[src/rtl/fsta_pkg.sv]
// Shared types and constants of the fixed-step time accumulator.
`default_nettype none

package fsta_pkg;

    localparam int FSTA_TIME_BITS  = 40;
    localparam int FSTA_ALPHA_BITS = 16;

    localparam int STEP_W     = 32;
    localparam int LIMIT_W    = 16;
    localparam int DROP_OUT_W = 41;
    localparam int TSTEP_W    = 64;
    localparam int TDROP_W    = 48;
    localparam int CFG_IDX_W  = 2;

    localparam logic [STEP_W-1:0]  STEP_RST  = 32'd1000;
    localparam logic [LIMIT_W-1:0] LIMIT_RST = 16'd8;
    localparam logic [63:0]        MAT_RST   = 64'd250000;

    localparam logic [TDROP_W-1:0] TDROP_MAX = {TDROP_W{1'b1}};
    localparam logic [TSTEP_W-1:0] TSTEP_MAX = {TSTEP_W{1'b1}};

    localparam logic OP_ADVANCE = 1'b0;
    localparam logic OP_CLEAR   = 1'b1;

    localparam int OUT_STEP_LO   = 0;
    localparam int OUT_DROP_LO   = OUT_STEP_LO + LIMIT_W;
    localparam int OUT_CLAMP_POS = OUT_DROP_LO + DROP_OUT_W;
    localparam int OUT_ALPHA_LO  = OUT_CLAMP_POS + 1;

    typedef enum logic [CFG_IDX_W-1:0] {
        CFG_STEP_TICKS = 2'd0,
        CFG_MAX_STEPS  = 2'd1,
        CFG_MAX_ACCUM  = 2'd2
    } t_cfg_idx;

    typedef enum logic [3:0] {
        ST_IDLE,
        ST_CAP,
        ST_LOAD,
        ST_ACC,
        ST_START,
        ST_DIV,
        ST_RUN,
        ST_PROD,
        ST_DROP,
        ST_SUM,
        ST_TOT,
        ST_OUT
    } t_state;

endpackage

`default_nettype wire

[src/rtl/fsta_cfg.sv]
// Configuration registers and their effective values.
`default_nettype none

module fsta_cfg
    import fsta_pkg::*;
#(
    parameter int TIME_BITS = FSTA_TIME_BITS
) (
    input  wire logic                                                i_clk,
    input  wire logic                                                i_rst_n,
    input  wire logic                                                i_cfg_valid,
    input  wire logic [CFG_IDX_W-1:0]                                i_cfg_index,
    input  wire logic [((TIME_BITS > STEP_W) ? TIME_BITS : STEP_W)-1:0] i_cfg_data,
    output logic [STEP_W-1:0]                                        o_step_eff,
    output logic [LIMIT_W-1:0]                                       o_limit_eff,
    output logic [((TIME_BITS > STEP_W) ? TIME_BITS : STEP_W)-1:0]   o_cap_eff
);

    localparam int ACC_W = (TIME_BITS > STEP_W) ? TIME_BITS : STEP_W;

    logic [STEP_W-1:0]    r_step;
    logic [LIMIT_W-1:0]   r_limit;
    logic [TIME_BITS-1:0] r_mat;
    logic [STEP_W-1:0]    n_step_eff;
    logic [ACC_W-1:0]     n_cap_eff;

    always_ff @(posedge i_clk) begin
        if (!i_rst_n) begin
            r_step  <= STEP_RST;
            r_limit <= LIMIT_RST;
            r_mat   <= TIME_BITS'(MAT_RST);
        end else if (i_cfg_valid) begin
            unique case (t_cfg_idx'(i_cfg_index))
                CFG_STEP_TICKS: r_step  <= i_cfg_data[STEP_W-1:0];
                CFG_MAX_STEPS:  r_limit <= i_cfg_data[LIMIT_W-1:0];
                CFG_MAX_ACCUM:  r_mat   <= i_cfg_data[TIME_BITS-1:0];
                default: ;
            endcase
        end
    end

    always_comb begin
        n_step_eff = (r_step == '0) ? STEP_W'(1) : r_step;
        n_cap_eff  = (ACC_W'(r_mat) < ACC_W'(n_step_eff)) ? ACC_W'(n_step_eff)
                                                          : ACC_W'(r_mat);
    end

    always_ff @(posedge i_clk) begin
        o_step_eff  <= n_step_eff;
        o_limit_eff <= (r_limit == '0) ? LIMIT_W'(1) : r_limit;
        o_cap_eff   <= n_cap_eff;
    end

endmodule

`default_nettype wire

[src/rtl/fsta_div.sv]
// Restoring divider, one quotient bit per cycle, integer and fraction bits.
`default_nettype none

module fsta_div
    import fsta_pkg::*;
#(
    parameter int INT_W  = 40,
    parameter int FRAC_W = FSTA_ALPHA_BITS
) (
    input  wire logic              i_clk,
    input  wire logic              i_rst_n,
    input  wire logic              i_start,
    input  wire logic [INT_W-1:0]  i_dividend,
    input  wire logic [STEP_W-1:0] i_divisor,
    output logic                   o_done,
    output logic [INT_W-1:0]       o_quot,
    output logic [FRAC_W-1:0]      o_frac,
    output logic [STEP_W-1:0]      o_rem
);

    localparam int N     = INT_W + FRAC_W;
    localparam int CNT_W = $clog2(N + 1);

    logic              r_busy;
    logic              r_done;
    logic [CNT_W-1:0]  r_cnt;
    logic [N-1:0]      r_dvd;
    logic [STEP_W-1:0] r_part;
    logic [STEP_W-1:0] r_dsr;
    logic [STEP_W-1:0] r_rem;
    logic [STEP_W:0]   trial;
    logic              ge;
    logic [STEP_W-1:0] n_part;

    always_comb begin
        trial  = {r_part, r_dvd[N-1]};
        ge     = (trial >= {1'b0, r_dsr});
        n_part = ge ? STEP_W'(trial - {1'b0, r_dsr}) : trial[STEP_W-1:0];
    end

    always_ff @(posedge i_clk) begin
        if (!i_rst_n) begin
            r_busy <= 1'b0;
            r_done <= 1'b0;
            r_cnt  <= '0;
        end else begin
            r_done <= 1'b0;
            if (i_start) begin
                r_busy <= 1'b1;
                r_cnt  <= '0;
            end else if (r_busy) begin
                r_cnt <= r_cnt + CNT_W'(1);
                if (r_cnt == CNT_W'(N - 1)) begin
                    r_busy <= 1'b0;
                    r_done <= 1'b1;
                end
            end
        end
    end

    always_ff @(posedge i_clk) begin
        if (i_start) begin
            r_dvd  <= {i_dividend, {FRAC_W{1'b0}}};
            r_part <= '0;
            r_dsr  <= i_divisor;
        end else if (r_busy) begin
            r_dvd  <= {r_dvd[N-2:0], ge};
            r_part <= n_part;
            if (r_cnt == CNT_W'(INT_W - 1)) begin
                r_rem <= n_part;
            end
        end
    end

    assign o_done = r_done;
    assign o_quot = r_dvd[N-1:FRAC_W];
    assign o_frac = r_dvd[FRAC_W-1:0];
    assign o_rem  = r_rem;

endmodule

`default_nettype wire

[src/rtl/fixed_step_time_accumulator_core.sv]
// Top level of the fixed-step time accumulator: sequencer, state and result register.
//
// Input words arrive on s_axis: tuser carries the command (advance or clear),
// tdata carries the signed elapsed time in ticks. Each word yields exactly one
// result word on m_axis: tuser flags whether the time was taken, tdata carries
// the step count, dropped ticks, clamp flag, interpolation fraction and both
// running totals. Configuration is written on the i_cfg channel, which is
// always ready and should only be used while no word is in flight.
// An advance, and a negative delta, runs from acceptance through the capture,
// load, accumulate, start, divide, run, product, drop, sum, total and output
// states; the divider resolves one quotient bit per cycle. A clear skips to output.
// One word is in work at a time; s_axis_tready returns once the result has
// moved into the output register, so a new word may be taken while that
// result still waits. A stalled receiver holds the result and, once the next
// word is finished, the sequencer waits. Reset clears the remainder, the
// totals and the output valid, and loads the register defaults.
`default_nettype none

module fixed_step_time_accumulator_core
    import fsta_pkg::*;
#(
    parameter int TIME_BITS  = FSTA_TIME_BITS,
    parameter int ALPHA_BITS = FSTA_ALPHA_BITS
) (
    input  wire logic                                    i_clk,
    input  wire logic                                    i_rst_n,
    // Input word.
    input  wire logic                                    s_axis_tvalid,
    output logic                                         s_axis_tready,
    // tdata: delta_ticks, zero padded to whole bytes.
    input  wire logic [((TIME_BITS + 8) / 8) * 8 - 1:0]  s_axis_tdata,
    // tuser: op.
    input  wire logic [0:0]                              s_axis_tuser,
    // Result word.
    output logic                                         m_axis_tvalid,
    input  wire logic                                    m_axis_tready,
    // tdata: step_count, dropped_ticks, was_clamped, alpha, total_steps,
    // total_dropped, zero padded to whole bytes.
    output logic [((178 + ALPHA_BITS) / 8) * 8 - 1:0]    m_axis_tdata,
    // tuser: accepted.
    output logic [0:0]                                   m_axis_tuser,
    // Configuration writes.
    input  wire logic                                    i_cfg_valid,
    output logic                                         o_cfg_ready,
    input  wire logic [CFG_IDX_W-1:0]                    i_cfg_index,
    input  wire logic [((TIME_BITS > STEP_W) ? TIME_BITS : STEP_W)-1:0] i_cfg_data
);

    localparam int ACC_W  = (TIME_BITS > STEP_W) ? TIME_BITS : STEP_W;
    localparam int DROP_W = ACC_W + 1;
    localparam int PROD_W = LIMIT_W + STEP_W;
    localparam int PW     = (ACC_W > PROD_W) ? ACC_W : PROD_W;
    localparam int TSUM_W = ((DROP_W > TDROP_W) ? DROP_W : TDROP_W) + 1;
    localparam int RAW_W  = LIMIT_W + DROP_OUT_W + 1 + ALPHA_BITS + 1 + TSTEP_W + TDROP_W;
    localparam int OUT_W  = ((178 + ALPHA_BITS) / 8) * 8;
    localparam logic [ALPHA_BITS:0] ALPHA_ONE = {1'b1, {ALPHA_BITS{1'b0}}};

    logic [STEP_W-1:0]     step_eff;
    logic [LIMIT_W-1:0]    limit_eff;
    logic [ACC_W-1:0]      cap_eff;
    logic                  div_start;
    logic                  div_done;
    logic [ACC_W-1:0]      div_quot;
    logic [ALPHA_BITS-1:0] div_frac;
    logic [STEP_W-1:0]     div_rem;

    t_state r_state, n_state;

    logic                  r_neg, n_neg;
    logic [TIME_BITS-1:0]  r_delta, n_delta;
    logic [ACC_W-1:0]      r_cap, n_cap;
    logic                  r_ge, n_ge;
    logic [ACC_W-1:0]      r_take, n_take;
    logic [ACC_W-1:0]      r_acc, n_acc;
    logic [DROP_W-1:0]     r_drop, n_drop;
    logic                  r_clamp, n_clamp;
    logic [ALPHA_BITS:0]   r_alpha, n_alpha;
    logic [ACC_W-1:0]      r_whole, n_whole;
    logic [LIMIT_W-1:0]    r_run, n_run;
    logic [PROD_W-1:0]     r_prod, n_prod;
    logic [ACC_W-1:0]      r_ex, n_ex;
    logic [STEP_W-1:0]     r_carried, n_carried;
    logic [TSTEP_W-1:0]    r_tsteps, n_tsteps;
    logic [TDROP_W-1:0]    r_tdrop, n_tdrop;
    logic                  r_out_valid, n_out_valid;
    logic                  r_out_user, n_out_user;
    logic [RAW_W-1:0]      r_out_data, n_out_data;

    logic [ACC_W:0]        cap_diff;
    logic [ACC_W:0]        over_diff;
    logic [TSTEP_W:0]      tstep_sum;
    logic [TSUM_W-1:0]     tdrop_sum;

    fsta_cfg #(
        .TIME_BITS(TIME_BITS)
    ) u_cfg (
        .i_clk      (i_clk),
        .i_rst_n    (i_rst_n),
        .i_cfg_valid(i_cfg_valid),
        .i_cfg_index(i_cfg_index),
        .i_cfg_data (i_cfg_data),
        .o_step_eff (step_eff),
        .o_limit_eff(limit_eff),
        .o_cap_eff  (cap_eff)
    );

    fsta_div #(
        .INT_W (ACC_W),
        .FRAC_W(ALPHA_BITS)
    ) u_div (
        .i_clk     (i_clk),
        .i_rst_n   (i_rst_n),
        .i_start   (div_start),
        .i_dividend(r_acc),
        .i_divisor (step_eff),
        .o_done    (div_done),
        .o_quot    (div_quot),
        .o_frac    (div_frac),
        .o_rem     (div_rem)
    );

    always_ff @(posedge i_clk) begin
        if (!i_rst_n) begin
            r_state <= ST_IDLE;
        end else begin
            r_state <= n_state;
        end
    end

    always_comb begin
        n_state     = r_state;
        n_neg       = r_neg;
        n_delta     = r_delta;
        n_cap       = r_cap;
        n_ge        = r_ge;
        n_take      = r_take;
        n_acc       = r_acc;
        n_drop      = r_drop;
        n_clamp     = r_clamp;
        n_alpha     = r_alpha;
        n_whole     = r_whole;
        n_run       = r_run;
        n_prod      = r_prod;
        n_ex        = r_ex;
        n_carried   = r_carried;
        n_tsteps    = r_tsteps;
        n_tdrop     = r_tdrop;
        n_out_valid = r_out_valid && !m_axis_tready;
        n_out_user  = r_out_user;
        n_out_data  = r_out_data;
        div_start   = 1'b0;

        cap_diff  = {1'b0, cap_eff} - {1'b0, ACC_W'(r_carried)};
        over_diff = {1'b0, ACC_W'(r_delta)} - {1'b0, r_cap};
        tstep_sum = {1'b0, r_tsteps} + (TSTEP_W + 1)'(r_run);
        tdrop_sum = TSUM_W'(r_tdrop) + TSUM_W'(r_drop);

        unique case (r_state)
            ST_IDLE: begin
                if (s_axis_tvalid) begin
                    n_neg   = s_axis_tdata[TIME_BITS];
                    n_delta = s_axis_tdata[TIME_BITS-1:0];
                    if (s_axis_tuser[0] == OP_CLEAR) begin
                        n_neg     = 1'b0;
                        n_carried = '0;
                        n_tsteps  = '0;
                        n_tdrop   = '0;
                        n_run     = '0;
                        n_drop    = '0;
                        n_clamp   = 1'b0;
                        n_alpha   = '0;
                        n_state   = ST_OUT;
                    end else begin
                        n_state = ST_CAP;
                    end
                end
            end
            ST_CAP: begin
                n_cap   = cap_diff[ACC_W] ? '0 : cap_diff[ACC_W-1:0];
                n_ge    = (r_carried >= step_eff);
                n_state = ST_LOAD;
            end
            ST_LOAD: begin
                n_take  = ACC_W'(r_delta);
                n_drop  = '0;
                n_clamp = 1'b0;
                if (r_neg) begin
                    n_take = '0;
                end else if (!over_diff[ACC_W] && (over_diff != '0)) begin
                    n_take  = r_cap;
                    n_drop  = DROP_W'(over_diff[ACC_W-1:0]);
                    n_clamp = 1'b1;
                end
                n_state = ST_ACC;
            end
            ST_ACC: begin
                n_acc   = ACC_W'(r_carried) + r_take;
                n_state = ST_START;
            end
            ST_START: begin
                div_start = 1'b1;
                n_state   = ST_DIV;
            end
            ST_DIV: begin
                if (div_done) begin
                    n_alpha = (r_neg && r_ge) ? ALPHA_ONE : {1'b0, div_frac};
                    n_state = ST_RUN;
                end
            end
            ST_RUN: begin
                if (r_neg) begin
                    n_run   = '0;
                    n_whole = '0;
                end else begin
                    n_whole   = r_acc - ACC_W'(div_rem);
                    n_carried = div_rem;
                    if (div_quot > ACC_W'(limit_eff)) begin
                        n_run   = limit_eff;
                        n_clamp = 1'b1;
                    end else begin
                        n_run = div_quot[LIMIT_W-1:0];
                    end
                end
                n_state = ST_PROD;
            end
            ST_PROD: begin
                n_prod  = r_run * step_eff;
                n_state = ST_DROP;
            end
            ST_DROP: begin
                n_ex    = ACC_W'(PW'(r_whole) - PW'(r_prod));
                n_state = ST_SUM;
            end
            ST_SUM: begin
                n_drop  = r_drop + DROP_W'(r_ex);
                n_state = ST_TOT;
            end
            ST_TOT: begin
                n_tsteps = tstep_sum[TSTEP_W] ? TSTEP_MAX : tstep_sum[TSTEP_W-1:0];
                n_tdrop  = (tdrop_sum > TSUM_W'(TDROP_MAX)) ? TDROP_MAX
                                                            : tdrop_sum[TDROP_W-1:0];
                n_state  = ST_OUT;
            end
            ST_OUT: begin
                if (!r_out_valid || m_axis_tready) begin
                    n_out_valid = 1'b1;
                    n_out_user  = !r_neg;
                    n_out_data  = {r_tdrop, r_tsteps, r_alpha, r_clamp,
                                   DROP_OUT_W'(r_drop), r_run};
                    n_state     = ST_IDLE;
                end
            end
            default: n_state = ST_IDLE;
        endcase
    end

    always_ff @(posedge i_clk) begin
        if (!i_rst_n) begin
            r_carried   <= '0;
            r_tsteps    <= '0;
            r_tdrop     <= '0;
            r_out_valid <= 1'b0;
        end else begin
            r_carried   <= n_carried;
            r_tsteps    <= n_tsteps;
            r_tdrop     <= n_tdrop;
            r_out_valid <= n_out_valid;
        end
    end

    always_ff @(posedge i_clk) begin
        r_neg      <= n_neg;
        r_delta    <= n_delta;
        r_cap      <= n_cap;
        r_ge       <= n_ge;
        r_take     <= n_take;
        r_acc      <= n_acc;
        r_drop     <= n_drop;
        r_clamp    <= n_clamp;
        r_alpha    <= n_alpha;
        r_whole    <= n_whole;
        r_run      <= n_run;
        r_prod     <= n_prod;
        r_ex       <= n_ex;
        r_out_user <= n_out_user;
        r_out_data <= n_out_data;
    end

    assign s_axis_tready = (r_state == ST_IDLE);
    assign m_axis_tvalid = r_out_valid;
    assign m_axis_tuser  = r_out_user;
    assign m_axis_tdata  = OUT_W'(r_out_data);
    assign o_cfg_ready   = 1'b1;

endmodule

`default_nettype wire

[config.mk]
export PLATFORM = sky130hd
export DESIGN_NAME = fixed_step_time_accumulator_core
export DESIGN_NICKNAME = d
export VERILOG_FILES = /design/src/rtl/fsta_pkg.sv /design/src/rtl/fsta_cfg.sv /design/src/rtl/fsta_div.sv /design/src/rtl/fixed_step_time_accumulator_core.sv
export SDC_FILE = /design/constraint.sdc
export NUM_CORES = 2
export LEC_CHECK = 0
export ABC_AREA = 1
export BUFFER_PORTS_ARGS = -buffer_cell sky130_fd_sc_hd__clkbuf_2
export CORE_MARGIN = 2
export CORE_UTILIZATION = 45
export CTS_BUF_LIST = sky130_fd_sc_hd__clkbuf_8 sky130_fd_sc_hd__clkbuf_16
export DETAILED_ROUTE_END_ITERATION = 8
export PLACE_DENSITY_LB_ADDON = 0.3
export SLEW_MARGIN = 10
export SYNTH_ARGS = -nofsm -noshare
export SYNTH_HDL_FRONTEND = slang
export SYNTH_SLANG_ARGS = --single-unit
[constraint.sdc]
create_clock -name i_clk -period 10 [get_ports i_clk]
set_clock_uncertainty 0.05 [all_clocks]
set_input_delay 1 -clock i_clk [delete_from_list [all_inputs] [get_ports i_clk]]
set_output_delay 1 -clock i_clk [all_outputs]
set_load 0.005 [all_outputs]
==> results.yml <==
run_status:
  outcome: "finished clean"
final_layout:
  syn_to_final_growth_pct: 9.83
  n_fill_cell: 16100
  layout.nets: 10700
  seqCellArea_mm2: 0.0271
  design_area_mm2: 0.0827
  drive_above_1_share_pct: 7.26
  fin_util_pct: 49.6
  multi_input_area_mm2: 0.0401
timing:
  period_minus_slack_ns: 6.85
  drv_slew: 0
  holdWs_ns: 0.318
  setup_viol: 0
  post-route-period-util_pct: 68.5
  setup_tns_ns: 0
  tightest_slew_ns: 1.16
  fmaxAchievable_mhz: 146
  hold_viol: 0
  relSlewSlack_pct: 22.7
  grt_setup_unrepaired: "false"
placement:
  io_buffer_count: 278
  routabilityCongestion: 0.999
  place_hpwl_um: 190000
  post_dp_cell_area_mm2: 0.0789
synth:
  syn_area_per_cell_um2: 7.89
  synth_top_area_share_pct: 25.9
  synth_xor_area_share_pct: 2.73
  synthSimpleGateAreaFrac_pct: 20.8
  ys_seq_area_share_pct: 36.0
  synth-main-ff-cell: "edfxtp_1"
  ys_seq_elements: 1030
  synth_edf_count: 649
  netlist_area_mm2: 0.0753
  synth_compound_area_share_pct: 11.1
  synthTopCellsByArea: "edfxtp_1, nand2_1, fa_1"
  yosysMostFrequentCell: "nand2_1"
  synthAdderAreaFrac_pct: 18.5
  synth_top_area_cell: "edfxtp_1"
  synthDistinctLibCells: 64
  synth_mux_area_share_pct: 0
  synthCells: 9551
  async_flop_share_pct: 0
  ys_warn_count: 0
  synth_top_family_by_area: "simple AND/OR/NAND/NOR gates"
  synth_common_cells: "nand2_1, inv_1, nor2_1"
power:
  vdd_drop_max_mv: 0.671
  p_per_area_mw_per_mm2: 319
  fin_total_pwr_mw: 26.4
  p_leak_nw: 38.8
setup_path:
  rrSetupSlack_ns: 3.15
  regToRegStartpoint: "r_run[5]$_SDFFCE_PP0P_"
  cp.arrival_ns: 7.32
  path_class: "flip-flop to flip-flop"
  r2r-end: "r_prod[26]$_DFFE_PP_"
  cp.required_ns: 10.47
  crit_fanout: 21
  r2r_cells: 25
  critPathLaunchType: "flip-flop"
  startpoint: "r_run[5]$_SDFFCE_PP0P_"
  critPathCaptureType: "flip-flop"
route:
  drt-initial-drc-count: 5829
  via_per_inst: 5.37
  wl_per_cell_um: 20.2
  ant_nets: 0
  drtPass1Iterations: 6
  drc_errors: 0
  num_vias: 64500
  wirelength_um: 242000
run:
  drv_cap: 0
clock_tree:
  cts_hold_buf: 0
  insertion_delay_ns: 0.80
  ctsResizeCount: 0
  cts_root_buf: "clkbuf_16"
  cts_buffer_depth: 3
  numCtsBuffers: 108
  htree_levels: 3
  clk_pin_slew_ns: 0.06
  post_cts_buffers: 0
  cts_tree: "built"
  clock-sinks: 1030
floorplan:
  die_h_um: 413
  die-area_mm2: 0.171
  die_x_um: 413
  core-area_mm2: 0.167
  pin_count: 292
  rows: 150
  initial_core_util_pct: 45.2
min_path:
  hold_depth: 0
  hp-class: "flip-flop to flip-flop"
  hold-path-endpoint: "u_cfg.o_limit_eff[15]$_SDFF_PN0_"
  hp-start: "u_cfg.r_limit[15]$_SDFFE_PN0P_"
grt:
  antenna_found_initial: 9
  overflow: 0
  first_global_vias: 61800
  grt_max_degree: 97
  grt_pass1_wl_um: 366000
  track_usage_pct: 28.0
## through the flow
stage | std cells | setup slack (ns)
floorplan | 9555 | 3.31
global placement | 11800 | 3.29
detailed placement | 11800 | 3.30
CTS | 12000 | 3.22
global route | 12000 | 2.70
finish | 12000 | 3.15
## per-layer routing
| layer | track usage, % | part of all wire (%) | vias up |
|---|---|---|---|
| li1 | - | - | 30900 |
| met4 | 11.2 | 4.3 | 2 |
| met2 | 45.7 | 46 | 2372 |
| met1 | 37.5 | 43 | 30800 |
| met3 | 3.84 | 7.1 | 424 |
| met5 | 0 | 0.0054 | - |
## cell families after synthesis
family,count (synthesis)
AOI/OAI and AO/OA,1500
xor gates and xnor gates,235
adders and majority gates,870
buffers and inverters,2152
DFF,1030
other,2
and+or+nand+nor,3762
## power by group
group	switching [mW]	internal (mW)
Combinational	10.5	5.29
Clock	1.89	2.34
Sequential	0.557	5.80
## sequential cells by signal, indices dropped and copies added, names as in the netlist, 40 cells and up
signal / flops
r_out_data: 187
r_tsteps: 64
u_div.r_dvd: 56
r_tdrop: 48
r_drop: 41
r_acc: 40
r_cap: 40
r_delta: 40
r_ex: 40
r_prod: 40
r_take: 40
r_whole: 40
u_cfg.o_cap_eff: 40
u_cfg.r_mat: 40
## how the worst max path moves through the flow
stage                                        end  slack (ns)  depth (start not counted)
after floorplan           m_axis_tuser$_DFFE_PP_        3.31                          2
after global placement      r_prod[26]$_DFFE_PP_        3.29                         25
after detailed placement    r_prod[39]$_DFFE_PP_        3.30                         23
after CTS                   r_prod[29]$_DFFE_PP_        3.22                         24
after global routing        r_prod[26]$_DFFE_PP_        2.70                         25
final                       r_prod[26]$_DFFE_PP_        3.15                         25
## cell type report
type | instances | share of cell area, %
multi-input cells | 6373 | 48.5
flip-flops and latches | 1030 | 32.8
inverters | 1823 | 8.28
clock buffers | 121 | 3.55
well taps | 2204 | 3.33
repair buffers | 365 | 2.50
clock inverters | 84 | 1.03
diodes | 3 | 0.00908
## placed cells by master, fill, tap and decap left out, drive strengths merged, types with 39 or more instances in the layout
master | netlist | routed
edfxtp | 649 | 649
buf | 63 | 87
a22oi | 50 | 50
nand2 | 2272 | 2272
o21ai | 473 | 473
xnor2 | 88 | 88
nor2 | 783 | 783
xor2 | 147 | 147
fa | 401 | 401
a21oi | 694 | 694
inv | 1795 | 1830
nand3 | 369 | 369
a31oi | 58 | 58
clkinv | 28 | 59
nand4 | 140 | 140
nor4 | 39 | 39
clkbuf | 266 | 399
ha | 469 | 469
o21a | 47 | 47
nor3 | 89 | 89
dfxtp | 381 | 381
## worst max-delay path, cell delays in order, from the launching register on
cell	delay, ns
edfxtp_1	0.75
buf_4	0.41
nand2_1	0.09
inv_1	0.08
fa_1	0.42
inv_1	0.09
fa_1	0.41
fa_1	0.48
fa_1	0.49
inv_1	0.06
fa_1	0.52
inv_1	0.05
fa_1	0.53
inv_1	0.04
ha_1	0.34
nand2_1	0.08
nor2_1	0.12
o21ai_0	0.11
o211ai_1	0.17
nor2_1	0.14
o21ai_0	0.38
nand2_1	0.13
o21bai_1	0.22
nand4_1	0.10
nand2_1	0.09
xor2_1	0.21
Note: power is estimated with default switching activity, not from simulation.
